`config.mk`:
```
export PLATFORM = sky130hd
export DESIGN_NAME = i2c_master_byte_engine_unit
export DESIGN_NICKNAME = d
export VERILOG_FILES = /design/src/rtl/core/i2cm_pkg.sv /design/src/rtl/core/i2c_master_byte_engine_unit.sv /design/src/rtl/core/i2cm_seq.sv
export SDC_FILE = /design/constraint.sdc
export NUM_CORES = 1
export LEC_CHECK = 0
export BUFFER_PORTS_ARGS = -buffer_cell sky130_fd_sc_hd__buf_2
export CORE_ASPECT_RATIO = 0.5
export CORE_MARGIN = 2
export CORE_UTILIZATION = 30
export CTS_BUF_LIST = sky130_fd_sc_hd__clkbuf_16
export CTS_CLUSTER_SIZE = 30
export DETAILED_ROUTE_END_ITERATION = 16
export PLACE_DENSITY = 0.47
export SYNTH_ARGS = -nofsm -noshare
export SYNTH_HDL_FRONTEND = slang
export SYNTH_HIERARCHICAL = 1
export SYNTH_SLANG_ARGS = --single-unit
```
`constraint.sdc`:
```
create_clock -name i_clk -period 3.1 [get_ports i_clk]
set_clock_uncertainty 0.05 [all_clocks]
set_input_delay 0.155 -clock i_clk [delete_from_list [all_inputs] [get_ports i_clk]]
set_output_delay 0.155 -clock i_clk [all_outputs]
set_load 0.05 [all_outputs]
```
`src/rtl/core/i2cm_pkg.sv`:
```
package i2cm_pkg;

    // command codes carried in the input tuser
    typedef enum logic [1:0] {
        OP_START = 2'd0,
        OP_STOP  = 2'd1,
        OP_WRITE = 2'd2,
        OP_READ  = 2'd3
    } t_op;

    // sequencer phases, one-hot
    typedef enum logic [14:0] {
        PH_IDLE      = 15'h0001,
        PH_START2    = 15'h0002,
        PH_START3    = 15'h0004,
        PH_STOP2     = 15'h0008,
        PH_STOP3     = 15'h0010,
        PH_WR_LOW    = 15'h0020,
        PH_WR_HIGH   = 15'h0040,
        PH_WACK_SET  = 15'h0080,
        PH_WACK_HIGH = 15'h0100,
        PH_WACK_SMP  = 15'h0200,
        PH_RD_SMP    = 15'h0400,
        PH_RD_HIGH   = 15'h0800,
        PH_RACK_SET  = 15'h1000,
        PH_RACK_HIGH = 15'h2000,
        PH_RD_END    = 15'h4000
    } t_phase;

    localparam int unsigned BYTE_W     = 8;
    localparam int unsigned BIT_CNT_W  = 3;
    localparam logic [BIT_CNT_W-1:0] LAST_BIT = 3'd7;

    // one tick transaction from the slave side
    typedef struct packed {
        logic              cmd_valid;
        t_op               op;
        logic [BYTE_W-1:0] data_byte;
        logic              send_ack;
        logic              sda_level;
    } t_tick;

    // one result transaction toward the master side
    typedef struct packed {
        logic              scl_pull_low;
        logic              sda_pull_low;
        logic              busy_res;
        logic              done_res;
        logic              ack_received;
        logic [BYTE_W-1:0] read_byte;
    } t_result;

endpackage

```
`src/rtl/core/i2c_master_byte_engine_unit.sv`:
```
// i2c master byte engine: every slave-side transaction is one half-period
// tick of the bus clock and yields exactly one master-side transaction with
// the open-drain drive of scl and sda after that tick, plus busy, done, the
// write ack status and the read byte. a tick is taken every clock cycle while the skid
// register is empty; its result is registered in the output register, or in the skid
// register while the output is held, so the two-entry output stage takes one more
// tick while the downstream side stalls. the rate is set by the sequencer state
// update, a single combinational step per tick. commands offered while a sequence
// runs are dropped; a start or stop takes 3 ticks, a byte write or read takes 19
// ticks. the tick rate itself comes from a prescaler outside.
module i2c_master_byte_engine_unit
    import i2cm_pkg::*;
(
    input  logic        i_clk,
    input  logic        i_rst_n,
    input  logic        s_axis_tvalid,
    output logic        s_axis_tready,
    // [7:0] data_byte, [8] send_ack, [9] sda_level, [15:10] zero
    input  logic [15:0] s_axis_tdata,
    // [0] cmd_valid, [2:1] op
    input  logic [2:0]  s_axis_tuser,
    output logic        m_axis_tvalid,
    input  logic        m_axis_tready,
    // [0] scl_pull_low, [1] sda_pull_low, [2] busy_res, [3] done_res,
    // [4] ack_received, [12:5] read_byte, [15:13] zero
    output logic [15:0] m_axis_tdata
);

    t_tick   tick;
    t_result res;
    logic    accept;
    logic    pop;

    // output register and skid register
    t_result r_out;
    logic    r_out_valid;
    t_result r_skid;
    logic    r_skid_valid;

    // unpack the slave-side transaction
    assign tick = '{
        cmd_valid: s_axis_tuser[0],
        op:        t_op'(s_axis_tuser[2:1]),
        data_byte: s_axis_tdata[7:0],
        send_ack:  s_axis_tdata[8],
        sda_level: s_axis_tdata[9]
    };

    // a new tick is taken as long as the skid slot is free
    assign s_axis_tready = ~r_skid_valid;
    assign accept        = s_axis_tvalid & s_axis_tready;
    assign pop           = r_out_valid & m_axis_tready;

    // sequencer: state advances only on an accepted tick
    i2cm_seq u_seq (
        .i_clk    (i_clk),
        .i_rst_n  (i_rst_n),
        .i_accept (accept),
        .i_tick   (tick),
        .o_res    (res)
    );

    // control of the two-entry output stage
    always_ff @(posedge i_clk) begin
        if (!i_rst_n) begin
            r_out_valid  <= 1'b0;
            r_skid_valid <= 1'b0;
        end else if (pop) begin
            if (r_skid_valid) begin
                r_skid_valid <= 1'b0;
            end else begin
                r_out_valid <= accept;
            end
        end else if (!r_out_valid) begin
            r_out_valid <= accept;
        end else if (accept) begin
            r_skid_valid <= 1'b1;
        end
    end

    // payload moves, no reset needed
    always_ff @(posedge i_clk) begin
        if (pop) begin
            if (r_skid_valid) begin
                r_out <= r_skid;
            end else if (accept) begin
                r_out <= res;
            end
        end else if (!r_out_valid) begin
            if (accept) begin
                r_out <= res;
            end
        end else if (accept) begin
            r_skid <= res;
        end
    end

    // pack the master-side transaction
    assign m_axis_tvalid = r_out_valid;
    assign m_axis_tdata  = {3'b000, r_out.read_byte, r_out.ack_received,
                            r_out.done_res, r_out.busy_res,
                            r_out.sda_pull_low, r_out.scl_pull_low};

`ifndef ASSERT_OFF
    // the skid slot is only ever filled behind a held output
    a_skid_behind_out: assert property (@(posedge i_clk) disable iff (!i_rst_n)
        r_skid_valid |-> r_out_valid)
        else $error("skid register holds data while output register is empty");

    // a finishing tick never also reports busy
    a_done_not_busy: assert property (@(posedge i_clk) disable iff (!i_rst_n)
        m_axis_tvalid |-> !(m_axis_tdata[3] && m_axis_tdata[2]))
        else $error("done and busy reported together");

    // ack status and read byte show only on a finishing tick
    a_status_on_done: assert property (@(posedge i_clk) disable iff (!i_rst_n)
        (m_axis_tvalid && (m_axis_tdata[4] || (m_axis_tdata[12:5] != 8'd0)))
        |-> m_axis_tdata[3])
        else $error("ack or read byte reported outside a finishing tick");

    // with the skid slot full, no tick may be taken
    a_no_overrun: assert property (@(posedge i_clk) disable iff (!i_rst_n)
        (r_skid_valid && !m_axis_tready) |=> r_skid_valid)
        else $error("skid register lost data while output stalled");
`endif

endmodule

```
`src/rtl/core/i2cm_seq.sv`:
```
module i2cm_seq
    import i2cm_pkg::*;
(
    input  logic    i_clk,
    input  logic    i_rst_n,
    input  logic    i_accept,
    input  t_tick   i_tick,
    output t_result o_res
);

    t_phase                r_phase, n_phase;
    logic [BIT_CNT_W-1:0]  r_bit_count, n_bit_count;
    logic [BYTE_W-1:0]     r_shift, n_shift;
    logic                  r_ack_choice, n_ack_choice;
    logic                  r_scl_low, n_scl_low;
    logic                  r_sda_low, n_sda_low;
    logic                  busy;
    logic                  done;
    logic                  ackr;
    logic [BYTE_W-1:0]     rbyte;

    always_comb begin
        n_phase      = r_phase;
        n_bit_count  = r_bit_count;
        n_shift      = r_shift;
        n_ack_choice = r_ack_choice;
        n_scl_low    = r_scl_low;
        n_sda_low    = r_sda_low;
        busy         = 1'b1;
        done         = 1'b0;
        ackr         = 1'b0;
        rbyte        = '0;
        case (r_phase)
            PH_START2: begin
                n_sda_low = 1'b1;
                n_phase   = PH_START3;
            end
            PH_START3: begin
                n_scl_low = 1'b1;
                n_phase   = PH_IDLE;
                done      = 1'b1;
            end
            PH_STOP2: begin
                n_scl_low = 1'b0;
                n_phase   = PH_STOP3;
            end
            PH_STOP3: begin
                n_sda_low = 1'b0;
                n_phase   = PH_IDLE;
                done      = 1'b1;
            end
            PH_WR_LOW: begin
                n_scl_low = 1'b1;
                n_sda_low = ~r_shift[r_bit_count];
                n_phase   = PH_WR_HIGH;
            end
            PH_WR_HIGH: begin
                n_scl_low = 1'b0;
                if (r_bit_count == '0) begin
                    n_phase = PH_WACK_SET;
                end else begin
                    n_bit_count = r_bit_count - 1'b1;
                    n_phase     = PH_WR_LOW;
                end
            end
            PH_WACK_SET: begin
                n_scl_low = 1'b1;
                n_sda_low = 1'b0;
                n_phase   = PH_WACK_HIGH;
            end
            PH_WACK_HIGH: begin
                n_scl_low = 1'b0;
                n_phase   = PH_WACK_SMP;
            end
            PH_WACK_SMP: begin
                ackr      = ~i_tick.sda_level;
                n_scl_low = 1'b1;
                n_phase   = PH_IDLE;
                done      = 1'b1;
            end
            PH_RD_SMP: begin
                n_shift   = {r_shift[BYTE_W-2:0], i_tick.sda_level};
                n_scl_low = 1'b1;
                if (r_bit_count == '0) begin
                    n_phase = PH_RACK_SET;
                end else begin
                    n_bit_count = r_bit_count - 1'b1;
                    n_phase     = PH_RD_HIGH;
                end
            end
            PH_RD_HIGH: begin
                n_scl_low = 1'b0;
                n_phase   = PH_RD_SMP;
            end
            PH_RACK_SET: begin
                n_sda_low = r_ack_choice;
                n_phase   = PH_RACK_HIGH;
            end
            PH_RACK_HIGH: begin
                n_scl_low = 1'b0;
                n_phase   = PH_RD_END;
            end
            PH_RD_END: begin
                n_scl_low = 1'b1;
                n_sda_low = 1'b0;
                rbyte     = r_shift;
                n_phase   = PH_IDLE;
                done      = 1'b1;
            end
            default: begin
                // idle, and any unknown code behaves as idle
                n_phase = PH_IDLE;
                busy    = 1'b0;
                if (i_tick.cmd_valid) begin
                    busy = 1'b1;
                    case (i_tick.op)
                        OP_START: begin
                            n_scl_low = 1'b0;
                            n_sda_low = 1'b0;
                            n_phase   = PH_START2;
                        end
                        OP_STOP: begin
                            n_sda_low = 1'b1;
                            n_phase   = PH_STOP2;
                        end
                        OP_WRITE: begin
                            n_shift     = i_tick.data_byte;
                            n_bit_count = LAST_BIT;
                            n_scl_low   = 1'b1;
                            n_sda_low   = ~i_tick.data_byte[BYTE_W-1];
                            n_phase     = PH_WR_HIGH;
                        end
                        default: begin
                            n_shift      = '0;
                            n_bit_count  = LAST_BIT;
                            n_ack_choice = i_tick.send_ack;
                            n_scl_low    = 1'b0;
                            n_sda_low    = 1'b0;
                            n_phase      = PH_RD_SMP;
                        end
                    endcase
                end
            end
        endcase
        if (done) begin
            busy = 1'b0;
        end
    end

    always_ff @(posedge i_clk) begin
        if (!i_rst_n) begin
            r_phase      <= PH_IDLE;
            r_bit_count  <= '0;
            r_shift      <= '0;
            r_ack_choice <= 1'b0;
            r_scl_low    <= 1'b0;
            r_sda_low    <= 1'b0;
        end else if (i_accept) begin
            r_phase      <= n_phase;
            r_bit_count  <= n_bit_count;
            r_shift      <= n_shift;
            r_ack_choice <= n_ack_choice;
            r_scl_low    <= n_scl_low;
            r_sda_low    <= n_sda_low;
        end
    end

    assign o_res = '{
        scl_pull_low: n_scl_low,
        sda_pull_low: n_sda_low,
        busy_res:     busy,
        done_res:     done,
        ack_received: ackr,
        read_byte:    rbyte
    };

endmodule
```
---- Word level (Yosys, flattened, before mapping) ----
Index checks and enable logic that the tools add are counted.
word-level totals
  output and inout bits ................... 18
  input port bits ......................... 23
  register bits after elaboration ......... 57
operators by class
  reductions and logical operators ........ 22
  eq/ne operators ......................... 21
  order comparisons ....................... 1
  bitwise gates (word level) .............. 12
  add/sub/neg operators ................... 1
  multiplexer cells ....................... 33
operators by type and width
  cell                  count
  $pmux 15 s11          1
  $mux 13               5
  $pmux 11 s3           1
  $pmux 8 s2            2
  $mux 8                3
  $eq 15x10->1 const B  1
  $eq 15x11->1 const B  1
  $eq 15x12->1 const B  1
  $eq 15x13->1 const B  1
  $eq 15x14->1 const B  1
  $eq 15x15->1 const B  1
  $eq 15x2->1 const B   1
  $eq 15x3->1 const B   1
  $eq 15x4->1 const B   1
  $eq 15x5->1 const B   1
  $eq 15x6->1 const B   1
  $eq 15x7->1 const B   1
  $eq 15x8->1 const B   1
  $eq 15x9->1 const B   1
  $mux 15               1
  $reduce_or 14->1      1
  $reduce_or 13->1      1
  $reduce_or 12->1      1
  $mux 1                11
  other kinds (27)      49

---- Longest topological paths before layout ----
Gate-level depths: netlist of run 1.
  depth after elaboration ................. 7
  gate-level depth with buffers ........... 11
  gate-level depth less buffers ........... 8

---- Hierarchy ----
The synthesis of run 1 kept the hierarchy.
modules (own cells, without submodules)
  module                       cells an instance  area an instance (um2)  seq. area each (um2)  times used
  i2cm_seq                     279                2,223.4                 580.6                 1
  i2c_master_byte_engine_unit  88                 1,216.2                 820.8                 1

---- Least setup slack after synthesis of run 1 ----
OpenSTA, ideal clock, no wires.
  path type ............................... register to register
  from .................................... reg u_seq.r_phase[10]
  to ...................................... reg r_out, in the netlist m_axis_tdata[1] (data pin)
  setup slack ............................. 0.779 ns
  data required time ...................... 2.793 ns
  buffers on the path ..................... 2
  arrival time ............................ 2.014 ns
  stages on the path, launching flop included .. 11
  period minus slack after synthesis ...... 2.321 ns
  cell sequence ........................... dfxtp_1 -> clkbuf_2 -> nor4_4 -> nand3_1 -> nor4_4 -> nor4_1 -> nand2_1 -> nand3_1 -> buf_4 -> mux2i_1 -> o21ai_1
between the ends
  longest elaborated chain between the ends .. 6
ends and longest elaborated chain
  item                                                                 RTL line                                                              source
  start: declaration                                                   i2cm_seq.sv:11                                                        t_phase r_phase, n_phase;
  start signal: assignment                                             i2cm_seq.sv:159                                                       r_phase <= n_phase;
  $eq 15x3->1 (tied with other cells)                                  i2cm_seq.sv:33                                                        case (r_phase)
  $reduce_or 8->1 (no line) / $reduce_or 3->1 (equally long branches)  n/a
  $pmux 1 s5 *                                                         i2cm_seq.sv:33
  named net u_seq.n_sda_low                                            i2cm_seq.sv:16                                                        logic r_sda_low, n_sda_low;
  $mux 13 *                                                            i2c_master_byte_engine_unit.sv:86, i2c_master_byte_engine_unit.sv:90
  $mux 13, on equally long branches                                    i2c_master_byte_engine_unit.sv:89, i2c_master_byte_engine_unit.sv:84
  $mux 13 *                                                            i2c_master_byte_engine_unit.sv:83                                     if (pop) begin
  end signal: assignment                                               i2c_master_byte_engine_unit.sv:85                                     r_out <= r_skid;
  end signal: assignment                                               i2c_master_byte_engine_unit.sv:87                                     r_out <= res;
  end signal: assignment                                               i2c_master_byte_engine_unit.sv:91                                     r_out <= res;
  end: declaration                                                     i2c_master_byte_engine_unit.sv:35                                     t_result r_out;
Mark *: on every way through the listed nets, which the timed path passes. The rest lies on a longest branch. The select of a mux whose other input is x is not followed.
A chain may end at the register's enable or synchronous reset.

==> results of run 1 <==
## kinds of logic after synthesis
logic type	after synthesis	share of synthesized area [%]
other	1	0.109
buffers and inverters	41	7.60
flip-flops	57	40.7
AO/OA/AOI/OAI	84	15.6
XOR/XNOR	7	1.78
multiplexers	17	5.67
adder cells (fa/ha/maj)	8	2.91
AND/OR/NAND/NOR	152	25.6
## cell usage after synthesis, types with 5 or more instances
cell                        n
sky130_fd_sc_hd__nor3_1    11
sky130_fd_sc_hd__nand2_1   36
sky130_fd_sc_hd__or3_1      5
sky130_fd_sc_hd__buf_4     12
sky130_fd_sc_hd__edfxtp_1  26
sky130_fd_sc_hd__ha_1       8
sky130_fd_sc_hd__nand4_1    7
sky130_fd_sc_hd__nor2_1    20
sky130_fd_sc_hd__buf_2      5
sky130_fd_sc_hd__nand3_1   13
sky130_fd_sc_hd__xnor2_1    5
sky130_fd_sc_hd__inv_1     10
sky130_fd_sc_hd__dfxtp_1   31
sky130_fd_sc_hd__o21ai_0   15
sky130_fd_sc_hd__a21oi_1   28
sky130_fd_sc_hd__a211oi_1   8
sky130_fd_sc_hd__and3_1    14
sky130_fd_sc_hd__clkbuf_1   8
sky130_fd_sc_hd__and2_1    12
sky130_fd_sc_hd__o21ai_1   11
sky130_fd_sc_hd__nor4_1     7
sky130_fd_sc_hd__mux2i_1   15
## worst max path at each step
stage / end / cells past startpoint
finish: m_axis_tdata[1] / 8
global route: m_axis_tdata[1] / 8
detailed placement: m_axis_tdata[1] / 8
floorplan: m_axis_tdata[1] / 10
CTS: m_axis_tdata[1] / 8
global placement: u_seq/r_shift[2] / 6
## stage by stage
stage | std cells | hold slack (ns)
after floorplan | 369 | 0.181
after global placement | 525 | 0.354
after detailed placement | 525 | 0.366
after CTS | 541 | 0.0140
after global routing | 541 | 0.0450
final | 541 | 0.0203
## registers in the layout, summed over array words and instances (netlist names)
register	count
m_axis_tvalid	1
u_seq/r_ack_choice	1
u_seq/r_bit_count	3
u_seq/r_scl_low	1
u_seq/r_phase	15
r_skid_valid	1
r_skid	13
u_seq/r_sda_low	1
u_seq/r_shift	8
m_axis_tdata	13
## per-layer routing
metal / track usage (%) / part of all wire (%) / vias up
met4: 6.51 / 2.4 / 0
met5: 0 / 0 / -
met3: 4.13 / 3.6 / 19
met2: 21.7 / 42 / 54
li1: - / - / 1396
met1: 20.8 / 52 / 1292
## tightest hold or removal path, delay by kind of cell
| family | cells | cell delay (ns) |
|---|---|---|
| buffers and inverters | 1 | 0.09 |
| muxes | 1 | 0.05 |
| and+or+nand+nor | 1 | 0.05 |
## power groups by stage
stage               Sequential (mW)  Clock, mW  Combinational (mW)
floorplan                     0.953          0               0.182
global placement              0.884          0               0.326
detailed placement            0.883          0               0.327
CTS                           0.869      0.975               0.328
global route                  0.874       1.01               0.353
finish                        0.868      0.947               0.326
## final cells by class
type	instances	area, um^2
Fill cell	1167	7160
Multi-Input combinational cell	271	1780
Sequential cell	57	1400
Timing Repair Buffer	42	238
Clock buffer	9	225
Tap cell	145	181
Clock inverter	7	56.3
Inverter	10	37.5
==> impl_summary.txt, run 1 <==
----------------------------------------------------
[Clocking]
  TritonCTS clock tree ... yes
  Root cell of the clock tree ... sky130_fd_sc_hd__clkbuf_16
  Hold-fix buffer count after cts ... 0
  TritonCTS Sinks ... 57
  Post-CTS repair timing setup buffer count ... 0
  Number of cells upsized or downsized after cts ... 0
  Clock buffer count from CTS ... 9
  Clock slew at reported path FFs ... about 0.05 ns
  Buffer levels on the longest clock path ... 2
  Clock latency reported for the late side of the worst-skew pair ... 0.33 ns
  Total number of H-tree levels ... 3

[Pwr]
  Share of power burned in the clock network ... 44.2%
  Standby leakage power ... between 1.5 and 2 nW
  Net Sw Frac ... 28.0%
  Power density relative to cell area ... 546 mW/mm^2
  Power spent charging and discharging nets ... between 0.5 and 0.6 mW
  Peak VDD IR ... 163 uV
  Internal power ... 1.54 mW
  Proportion of power drawn by flip-flops and latches ... 40.5%
  Post-layout power ... 2.14 mW
  Gate power share ... between 15 and 20%

[Timing]
  Transition time at the pin with the least slew margin ... about 0.85 ns
  Clock period minus worst slack ... roughly 2.8 ns
  Fin crit share ... 91.7%
  Setup violations, final ... 0
  RSZ-0062 raised after global routing ... no
  Max Transition Viols Final ... 0
  Highest Clock Rate ... 0.352 GHz
  Worst relative slew slack ... 43.3%
  Fin Setup TNS ... 0 ns
  Worst setup margin ... 0.257 ns
  Number of failing hold endpoints at the final stage ... 0

[Global route]
  Global-route wire length before repair ... roughly 14 mm
  Maximum number of pins on one net before global-route repair ... 28
  Vias in the first global route ... 2596
  GR Overflow Total ... 0
  GRT Util Overall ... roughly 15%
  Number of antenna violations at the first check in global routing ... 0

[Finish]
  Relative area change from synthesis to final layout ... 14.1%
  Number of antenna repair diodes ... 0
  Most frequent standard cell in the layout excluding fill and tap cells ... sky130_fd_sc_hd__nand2_1
  Commonest cells after routing, fill and taps aside ... sky130_fd_sc_hd__nand2_1, sky130_fd_sc_hd__buf_2, sky130_fd_sc_hd__dfxtp_1
  Fraction of layout instances using a drive strength above 1 ... 17.7%
  Net count, final ... ~420
  Utilization of the core after routing ... between 30% and 40%
  Finished layout cell area ... 0.00392 mm^2

[Floorplanning]
  Height of the die ... 79.7 um
  Starting density of the core ... a little under a third
  Placeable core region ... 0.0111 mm^2
  Number of standard-cell rows in the floorplan ... 27
  Die area ... 0.0124 mm^2
  Number of top-level pins ... 41
  Die extent in x ... 155 um

[Synth]
  Synth area leader ... sky130_fd_sc_hd__edfxtp_1
  Share of flip-flops with an asynchronous set or reset ... 0%
  Leading cell types by total area after synthesis ... sky130_fd_sc_hd__edfxtp_1, sky130_fd_sc_hd__dfxtp_1, sky130_fd_sc_hd__mux2i_1
  Register bit total from synthesis ... 57
  Count of distinct cell types in the synthesized netlist ... 54
  Synth Warn # ... 6
  Fraction of the yosys area taken by sequential cells ... 40.7%
  Fraction of post-synthesis cell area in the top cell type by area ... 22.7%
  Number of standard cells after synthesis ... approximately 370
  Primary FF master, synth ... sky130_fd_sc_hd__dfxtp_1
  Count of flip-flops with a built-in enable after synthesis ... 26
  Netlist area before placement ... 0.00344 mm^2
  Post-Syn Area per Cell ... about 9.4 um^2

[Min path]
  Number of cells on the worst hold path ... 3
  Worst Hold End ... u_seq/r_ack_choice
  Worst hold path startpoint ... s_axis_tdata[8]
  Path class of the lowest-slack min-delay path ... in -> reg

[Setup path]
  Category of the worst setup path capture point ... flip-flop
  Cells along the critical path ... nor4_4 -> nand3_1 -> nor3_1 -> nor3_1 -> o21ai_0 -> nand3_1 -> mux2i_1 -> o21ai_1
  FF-to-FF Start ... u_seq/r_phase[1]
  Crit path buffers/inverters ... 0
  WP data arrival ... 2.84 ns
  Kind of cell with the highest combined delay on the critical path ... simple AND/OR/NAND/NOR gates
  Req. time, crit path ... between 3 and 4 ns
  Largest stage delay on the critical path ... 0.59 ns
  Reg2reg end ... m_axis_tdata[1]
  Crit-path slowest cell ... sky130_fd_sc_hd__nor4_4
  Flop-to-flop setup slack ... 0.26 ns
  CP Class ... reg -> reg
  Crit path launch type ... flip-flop
  Worst setup startpoint ... u_seq/r_phase[1]
  Critical Path Fanout Max ... 11
  Count of cells along the worst register-to-register path ... 8

[Routing]
  Residual DRC ... 0
  Number of nets with antenna violations after detailed routing ... 0
  Total Routed Length ... between 8 and 9 mm
  Via count ... approximately 2800
  Mean number of vias per cell ... 5.10
  Routed length per placed instance ... 16.1 um
  Number of design-rule violations left by the first detailed-router iteration ... 235
  Number of search-and-repair iterations in the first detailed-routing pass ... 5

[Placement]
  DP Area ... 0.00364 mm^2
  Number of buffer cells added on primary ports ... 31
  Global placement routability congestion ... around 0.86
  Pre-CTS WS ... 0.298 ns
  DPL Wire Length ... 6.45 mm

[Flow run]
  Maxcap violations ... 0

[Outcome]
  Outcome ... finished, final reports clean

----------------------------------------------------
Power figures use the tool's default switching activity.
==> inputs of run 2 (changes only) <==
--- a/config.mk
+++ b/config.mk
@@ -6,7 +6,7 @@
 export NUM_CORES = 1
 export LEC_CHECK = 0
 export BUFFER_PORTS_ARGS = -buffer_cell sky130_fd_sc_hd__buf_2
-export CORE_ASPECT_RATIO = 0.5
+export CORE_ASPECT_RATIO = 1.2
 export CORE_MARGIN = 2
 export CORE_UTILIZATION = 30
 export CTS_BUF_LIST = sky130_fd_sc_hd__clkbuf_16
==> run 2 against run 1 <==
Routed wire length increased by 5.2%. Utilization increased by 0.42 points. Critical path depth increased by 1. Critical path type unchanged. Critical endpoint unchanged. Largest cell class unchanged.
==> impl_summary.txt, run 2 (same netlist as run 1, synthesis figures left out) <==
----------------------------------------------------
[Finish]
  Number of standard cells in the final layout excluding fillers ... approximately 550
  Commonest cells after routing, fill and taps aside ... sky130_fd_sc_hd__nand2_1, sky130_fd_sc_hd__buf_2, sky130_fd_sc_hd__dfxtp_1
  Flip-flop count of the largest register after layout ... 15
  Most frequent standard cell in the layout excluding fill and tap cells ... sky130_fd_sc_hd__nand2_1
  Number of antenna repair diodes ... 0
  Fraction of layout instances using a drive strength above 1 ... 18.8%
  Combined area of the multi-input logic cells ... 0.00178 mm^2
  Top register by number of flip-flops ... u_seq/r_phase
  Reg area ... roughly 0.0014 mm^2
  Number of inserted filler cells in the final layout ... 1155
  Relative area change from synthesis to final layout ... 15.5%
  Net count, final ... roughly 430

[Floorplanning]
  Number of standard-cell rows in the floorplan ... 42
  Number of top-level pins ... 41
  Die extent in x ... 102 um
  Starting density of the core ... a little under a third
  Height of the die ... 121 um
  Placeable core region ... approximately 0.011 mm^2
  Die area ... 0.0123 mm^2

[Timing]
  Max Transition Viols Final ... 0
  Clock period minus worst slack ... ~2.7 ns
  Fin crit share ... 86.7%
  Fin Setup TNS ... 0 ns
  Highest Clock Rate ... roughly 0.37 GHz
  Transition time at the pin with the least slew margin ... 0.926 ns
  Number of failing hold endpoints at the final stage ... 0
  RSZ-0062 raised after global routing ... no
  Final hold slack ... 0.0134 ns
  Worst relative slew slack ... a little under two fifths
  Setup violations, final ... 0

[Routing]
  Routed length per placed instance ... about 17 um
  Via count ... between 2000 and 3000
  Residual DRC ... 0
  Number of nets with antenna violations after detailed routing ... 0
  Total Routed Length ... 9.17 mm
  Mean number of vias per cell ... 5.12
  Number of search-and-repair iterations in the first detailed-routing pass ... 5
  Number of design-rule violations left by the first detailed-router iteration ... 122

[Pwr]
  Power density relative to cell area ... 549 mW/mm^2
  Peak VDD IR ... about 250 uV
  Post-layout power ... 2.18 mW
  Standby leakage power ... 1.53 nW

[Clocking]
  Clock slew at reported path FFs ... approximately 0.060 ns
  Root cell of the clock tree ... sky130_fd_sc_hd__clkbuf_16
  Total number of H-tree levels ... 3
  Post-CTS repair timing setup buffer count ... 0
  Clock buffer count from CTS ... 9
  Number of cells upsized or downsized after cts ... 0
  Buffer levels on the longest clock path ... 2
  TritonCTS clock tree ... yes
  TritonCTS Sinks ... 57
  Clock latency reported for the late side of the worst-skew pair ... 0.33 ns
  Hold-fix buffer count after cts ... 0

[Placement]
  Placed instance count ... 537
  Number of buffer cells added on primary ports ... 31
  DPL Wire Length ... 6.75 mm
  Global placement routability congestion ... slightly below 0.9

[Setup path]
  Critical Path Fanout Max ... 7
  CP Class ... reg -> reg
  Crit path launch type ... flip-flop
  Category of the worst setup path capture point ... flip-flop
  Req. time, crit path ... 3.10 ns
  WP data arrival ... 2.69 ns

[Flow run]
  Maxcap violations ... 0

[Outcome]
  Outcome ... finished, final reports clean

[Global route]
  Maximum number of pins on one net before global-route repair ... 28
  GR Overflow Total ... 0
  Number of antenna violations at the first check in global routing ... 0
  Vias in the first global route ... ~2800
  GRT Util Overall ... 15.8%
  Global-route wire length before repair ... 14.7 mm

[Min path]
  Path class of the lowest-slack min-delay path ... in -> reg

----------------------------------------------------
==> run 2: cell types whose count changed in the layout (fill, tap and decap cells not counted) <==
cell and delta:
sky130_fd_sc_hd__buf_4 +3, sky130_fd_sc_hd__clkinv_2 -2, sky130_fd_sc_hd__clkinvlp_4 +2, sky130_fd_sc_hd__inv_1 -2
sky130_fd_sc_hd__clkinv_4 +1, sky130_fd_sc_hd__inv_6 +1
==> run 2: final timing paths <==
path                   endpoint  slack (ns)          startpoint  depth (start not counted)
max             m_axis_tdata[1]        0.41    u_seq/r_phase[0]                          9
min          u_seq/r_ack_choice        0.01     s_axis_tdata[8]                          3
max reg2reg     m_axis_tdata[1]        0.41    u_seq/r_phase[0]                          9
min reg2reg  u_seq/r_ack_choice        0.45  u_seq/r_ack_choice                          2
==> run 2: layer usage <==
layer | vias up | track usage, % | wire, um
met5 | - | 0 | 0
met3 | 17 | 3.86 | 401
met2 | 69 | 24.3 | 4290
met1 | 1342 | 20.6 | 4210
li1 | 1406 | - | -
met4 | 0 | 7.35 | 269
==> run 2: stage by stage <==
step	instance area (um^2)	setup slack [ns]	utilization (%)
detailed placement	3680	0.454	33.2
global route	3970	0.236	35.8
global placement	3680	0.505	33.2
finish	3970	0.412	35.8
CTS	3970	0.431	35.8
floorplan	3450	0.779	-
==> run 2: area by class of cell <==
cell class / count / area share (%)
clock inverters: 7 / 1.80
multi-input cells: 271 / 44.9
flip-flops and latches: 57 / 35.3
well taps: 154 / 4.85
repair buffers: 45 / 6.55
inverters: 10 / 0.945
clock buffers: 9 / 5.67
==> run 2: power by group <==
part / switching [mW] / internal [mW] / leakage, nW
Clock: 0.363 / 0.621 / 0.143
Combinational: 0.228 / 0.103 / 0.860
Sequential: 0.0329 / 0.832 / 0.530
Total: 0.624 / 1.56 / 1.53
==> run 2: critical path, stage by stage, from the launching register on <==
cell,delay [ns]
sky130_fd_sc_hd__dfxtp_1,0.38
sky130_fd_sc_hd__nor4_4,0.41
sky130_fd_sc_hd__buf_4,0.22
sky130_fd_sc_hd__nand3_1,0.19
sky130_fd_sc_hd__nor3_1,0.37
sky130_fd_sc_hd__nor3_1,0.16
sky130_fd_sc_hd__o21ai_0,0.26
sky130_fd_sc_hd__nand3_1,0.14
sky130_fd_sc_hd__mux2i_1,0.16
sky130_fd_sc_hd__o21ai_1,0.07
==> inputs of run 3 (changes only) <==
--- a/config.mk
+++ b/config.mk
@@ -15,5 +15,4 @@
 export PLACE_DENSITY = 0.47
 export SYNTH_ARGS = -nofsm -noshare
 export SYNTH_HDL_FRONTEND = slang
-export SYNTH_HIERARCHICAL = 1
 export SYNTH_SLANG_ARGS = --single-unit
==> run 3 against run 2 <==
Combinational power is 9.9% higher. Sequential power is 1% higher. Power increased by 6.8%. Utilization increased by 0.84 points. Synthesized cell count rose by 4.9%. First-iteration DRC count increased by 100%. Critical path depth decreased by 2. Routed wire length is 3.6% higher. Register-to-register slack improved by 0.05 ns. Area after synthesis about the same. Clock power increased by 11%. Highest routed layer unchanged.
==> impl_summary.txt, run 3 <==
----------------------------------------------------
[Pwr]
  Power spent charging and discharging nets ... 0.668 mW
  Share of power burned in the clock network ... 46.8%
  Power density relative to cell area ... around 570 mW/mm^2
  Internal power ... 1.66 mW
  Peak VDD IR ... 204 uV
  Gate power share ... 15.7%
  Proportion of power drawn by flip-flops and latches ... 37.5%
  Standby leakage power ... 1.54 nW
  Net Sw Frac ... 28.7%

[Routing]
  Routed length per placed instance ... ~17 um
  Number of design-rule violations left by the first detailed-router iteration ... 247
  Mean number of vias per cell ... around 5.3
  Via count ... 3025
  Residual DRC ... 0
  Number of search-and-repair iterations in the first detailed-routing pass ... 4
  Total Routed Length ... 9.50 mm
  Number of nets with antenna violations after detailed routing ... 0

[Finish]
  Relative area change from synthesis to final layout ... 18.1%
  Most frequent standard cell in the layout excluding fill and tap cells ... sky130_fd_sc_hd__nor2_1
  Flip-flop count of the largest register after layout ... 15
  Commonest cells after routing, fill and taps aside ... sky130_fd_sc_hd__nor2_1, sky130_fd_sc_hd__nand2_1, sky130_fd_sc_hd__a21oi_1, sky130_fd_sc_hd__buf_2, sky130_fd_sc_hd__dfxtp_1
  Top register by number of flip-flops ... u_seq.r_phase
  Fraction of layout instances using a drive strength above 1 ... 19.3%
  Net count, final ... 441
  Number of antenna repair diodes ... 0
  Number of standard cells in the final layout excluding fillers ... 569

[Global route]
  Vias in the first global route ... 2811
  Maximum number of pins on one net before global-route repair ... 26
  Global-route wire length before repair ... 15.4 mm
  GR Overflow Total ... 0
  GRT Util Overall ... 16.5%
  Number of antenna violations at the first check in global routing ... 0

[Synth]
  Count of flip-flops with a built-in enable after synthesis ... 26
  Netlist area before placement ... 0.00344 mm^2
  Share of flip-flops with an asynchronous set or reset ... 0%
  Synth Warn # ... 0
  Cell with the most instances after synthesis ... sky130_fd_sc_hd__nor2_1
  Fraction of post-synthesis cell area in the top cell type by area ... a little under a quarter
  Leading cell types by total area after synthesis ... sky130_fd_sc_hd__edfxtp_1, sky130_fd_sc_hd__dfxtp_1, sky130_fd_sc_hd__a21oi_1
  Register bit total from synthesis ... 57
  Count of distinct cell types in the synthesized netlist ... 65
  Number of standard cells after synthesis ... between 300 and 400
  Synth cell count leaders ... sky130_fd_sc_hd__nor2_1, sky130_fd_sc_hd__nand2_1, sky130_fd_sc_hd__a21oi_1
  Fraction of the yosys area taken by sequential cells ... 40.7%
  Post-Syn Area per Cell ... 8.94 um^2
  Synth area leader ... sky130_fd_sc_hd__edfxtp_1
  Primary FF master, synth ... sky130_fd_sc_hd__dfxtp_1

[Placement]
  Placed instance count ... 552
  Number of buffer cells added on primary ports ... 31
  Global placement routability congestion ... 0.889
  DPL Wire Length ... 6.85 mm

[Timing]
  Worst relative slew slack ... 38.4%
  Final hold slack ... 0.0376 ns
  Number of failing hold endpoints at the final stage ... 0
  Max Transition Viols Final ... 0
  Fin crit share ... 85.2%
  RSZ-0062 raised after global routing ... no
  Transition time at the pin with the least slew margin ... 0.923 ns
  Setup violations, final ... 0
  Fin Setup TNS ... 0 ns
  Clock period minus worst slack ... 2.64 ns
  Highest Clock Rate ... 0.379 GHz

[Flow run]
  Maxcap violations ... 0

[Clocking]
  Root cell of the clock tree ... sky130_fd_sc_hd__clkbuf_16
  Clock latency reported for the late side of the worst-skew pair ... roughly 0.33 ns
  TritonCTS Sinks ... 57
  Clock buffer count from CTS ... 9
  Clock slew at reported path FFs ... ~0.050 ns
  Total number of H-tree levels ... 3
  TritonCTS clock tree ... yes
  Buffer levels on the longest clock path ... 2

[Setup path]
  Count of cells along the worst register-to-register path ... 7
  Crit path buffers/inverters ... 1
  Crit path launch type ... flip-flop
  Kind of cell with the highest combined delay on the critical path ... simple AND/OR/NAND/NOR gates
  Req. time, crit path ... 3.14 ns
  Largest stage delay on the critical path ... 0.61 ns
  Category of the worst setup path capture point ... flip-flop
  CP Class ... reg -> reg
  WP data arrival ... 2.68 ns
  Flop-to-flop setup slack ... 0.46 ns
  Reg2reg end ... m_axis_tdata[2]
  Critical Path Fanout Max ... 13
  FF-to-FF Start ... u_seq.r_phase[8]
  Crit-path slowest cell ... sky130_fd_sc_hd__or4_1
  Cells along the critical path ... or4_1 -> buf_4 -> or4b_1 -> o32a_1 -> nand2_1 -> a21oi_1 -> o21a_1

[Floorplanning]
  Number of top-level pins ... between 40 and 50
  Placeable core region ... 0.0111 mm^2
  Die area ... 0.0123 mm^2
  Height of the die ... 121 um
  Number of standard-cell rows in the floorplan ... 42
  Die extent in x ... 102 um
  Starting density of the core ... a little under a third

[Outcome]
  Outcome ... finished, final reports clean

[Min path]
  Number of cells on the worst hold path ... 2
  Path class of the lowest-slack min-delay path ... in -> reg
  Worst hold path startpoint ... s_axis_tdata[8]
  Worst Hold End ... u_seq.r_ack_choice

----------------------------------------------------
## run 3: cell count changes after synthesis, sizes merged, moves of 4 or more
| cell | delta |
|---|---|
| nor2 | +20 |
| mux2i | -15 |
| o22ai | +12 |
| a31oi | +11 |
| o21ai | -10 |
| a211oi | -7 |
| a311oi | +5 |
| nor4 | -5 |
| or4b | +5 |
| a21oi | +4 |
| a32o | -4 |
| or3 | -4 |
| xnor2 | -4 |
## run 3: metal layers
layer	global-route usage (%)	share of wire (%)	wire, um	up-vias
li1	-	-	-	1497
met1	21.9	46	4380	1421
met2	25.1	47	4420	91
met3	3.05	4.5	425	16
met4	9.04	2.8	269	0
met5	0	0	0	-
## run 3: worst max path at each step
stage                 startpoint               to  slack (ns)  depth (start not counted)
5_1_grt        u_seq.r_phase[12]  m_axis_tdata[2]        0.24                          6
2_1_floorplan       r_skid_valid        r_skid[0]        0.80                          5
4_1_cts         u_seq.r_phase[8]  m_axis_tdata[2]        0.20                          6
3_5_place_dp    u_seq.r_phase[8]  m_axis_tdata[2]        0.22                          6
6_report        u_seq.r_phase[8]  m_axis_tdata[2]        0.46                          7
3_3_place_gp    u_seq.r_phase[8]  m_axis_tdata[2]        0.28                          6
## run 3: area by class of cell
class / count / area (um^2)
flip-flops and latches: 57 / 1400
inverters: 9 / 33.8
well taps: 154 / 193
clock inverters: 7 / 103
clock buffers: 9 / 225
fillers: 1128 / 7020
repair buffers: 43 / 248
multi-input cells: 290 / 1860
## run 3: logic make-up after synthesis
kind of cell             synth area share [%]
buffers and inverters                    5.82
multiplexers                             2.07
AO/OA/AOI/OAI                            20.9
AND/OR/NAND/NOR                          26.4
adder cells (fa/ha/maj)                  2.91
other                                   0.109
flip-flops                               40.7
XOR/XNOR                                 1.02
## run 3: power by group through the flow
| stage | clock [mW] | combinational [mW] | sequential, mW |
|---|---|---|---|
| after floorplan | 0 | 0.190 | 0.968 |
| after detailed placement | 0 | 0.365 | 0.889 |
| final | 1.09 | 0.365 | 0.874 |
| after global placement | 0 | 0.364 | 0.887 |
| after CTS | 1.12 | 0.367 | 0.873 |
| after global routing | 1.14 | 0.401 | 0.882 |
## run 3: timing repair
| item | 4_1_cts | 5_1_grt |
|---|---|---|
| setup endpoints to repair | 0 | 5 |
| endpoints found under the hold margin | 1 | 0 |
| gates resized for setup | 0 | 2 |
| hold buffers | 1 | 0 |
| buffers inserted | 0 | 0 |
## run 3: through the flow
stage                     cell area, um^2  utilization (%)  power [mW]  worst slack (ns)
after detailed placement             3720             33.5        1.25             0.220
final                                4070             36.7        2.33             0.459
after floorplan                      3450                -        1.16             0.804
after global routing                 4070             36.7        2.42             0.239
after CTS                            4060             36.6        2.36             0.204
after global placement               3720             33.5        1.25             0.281
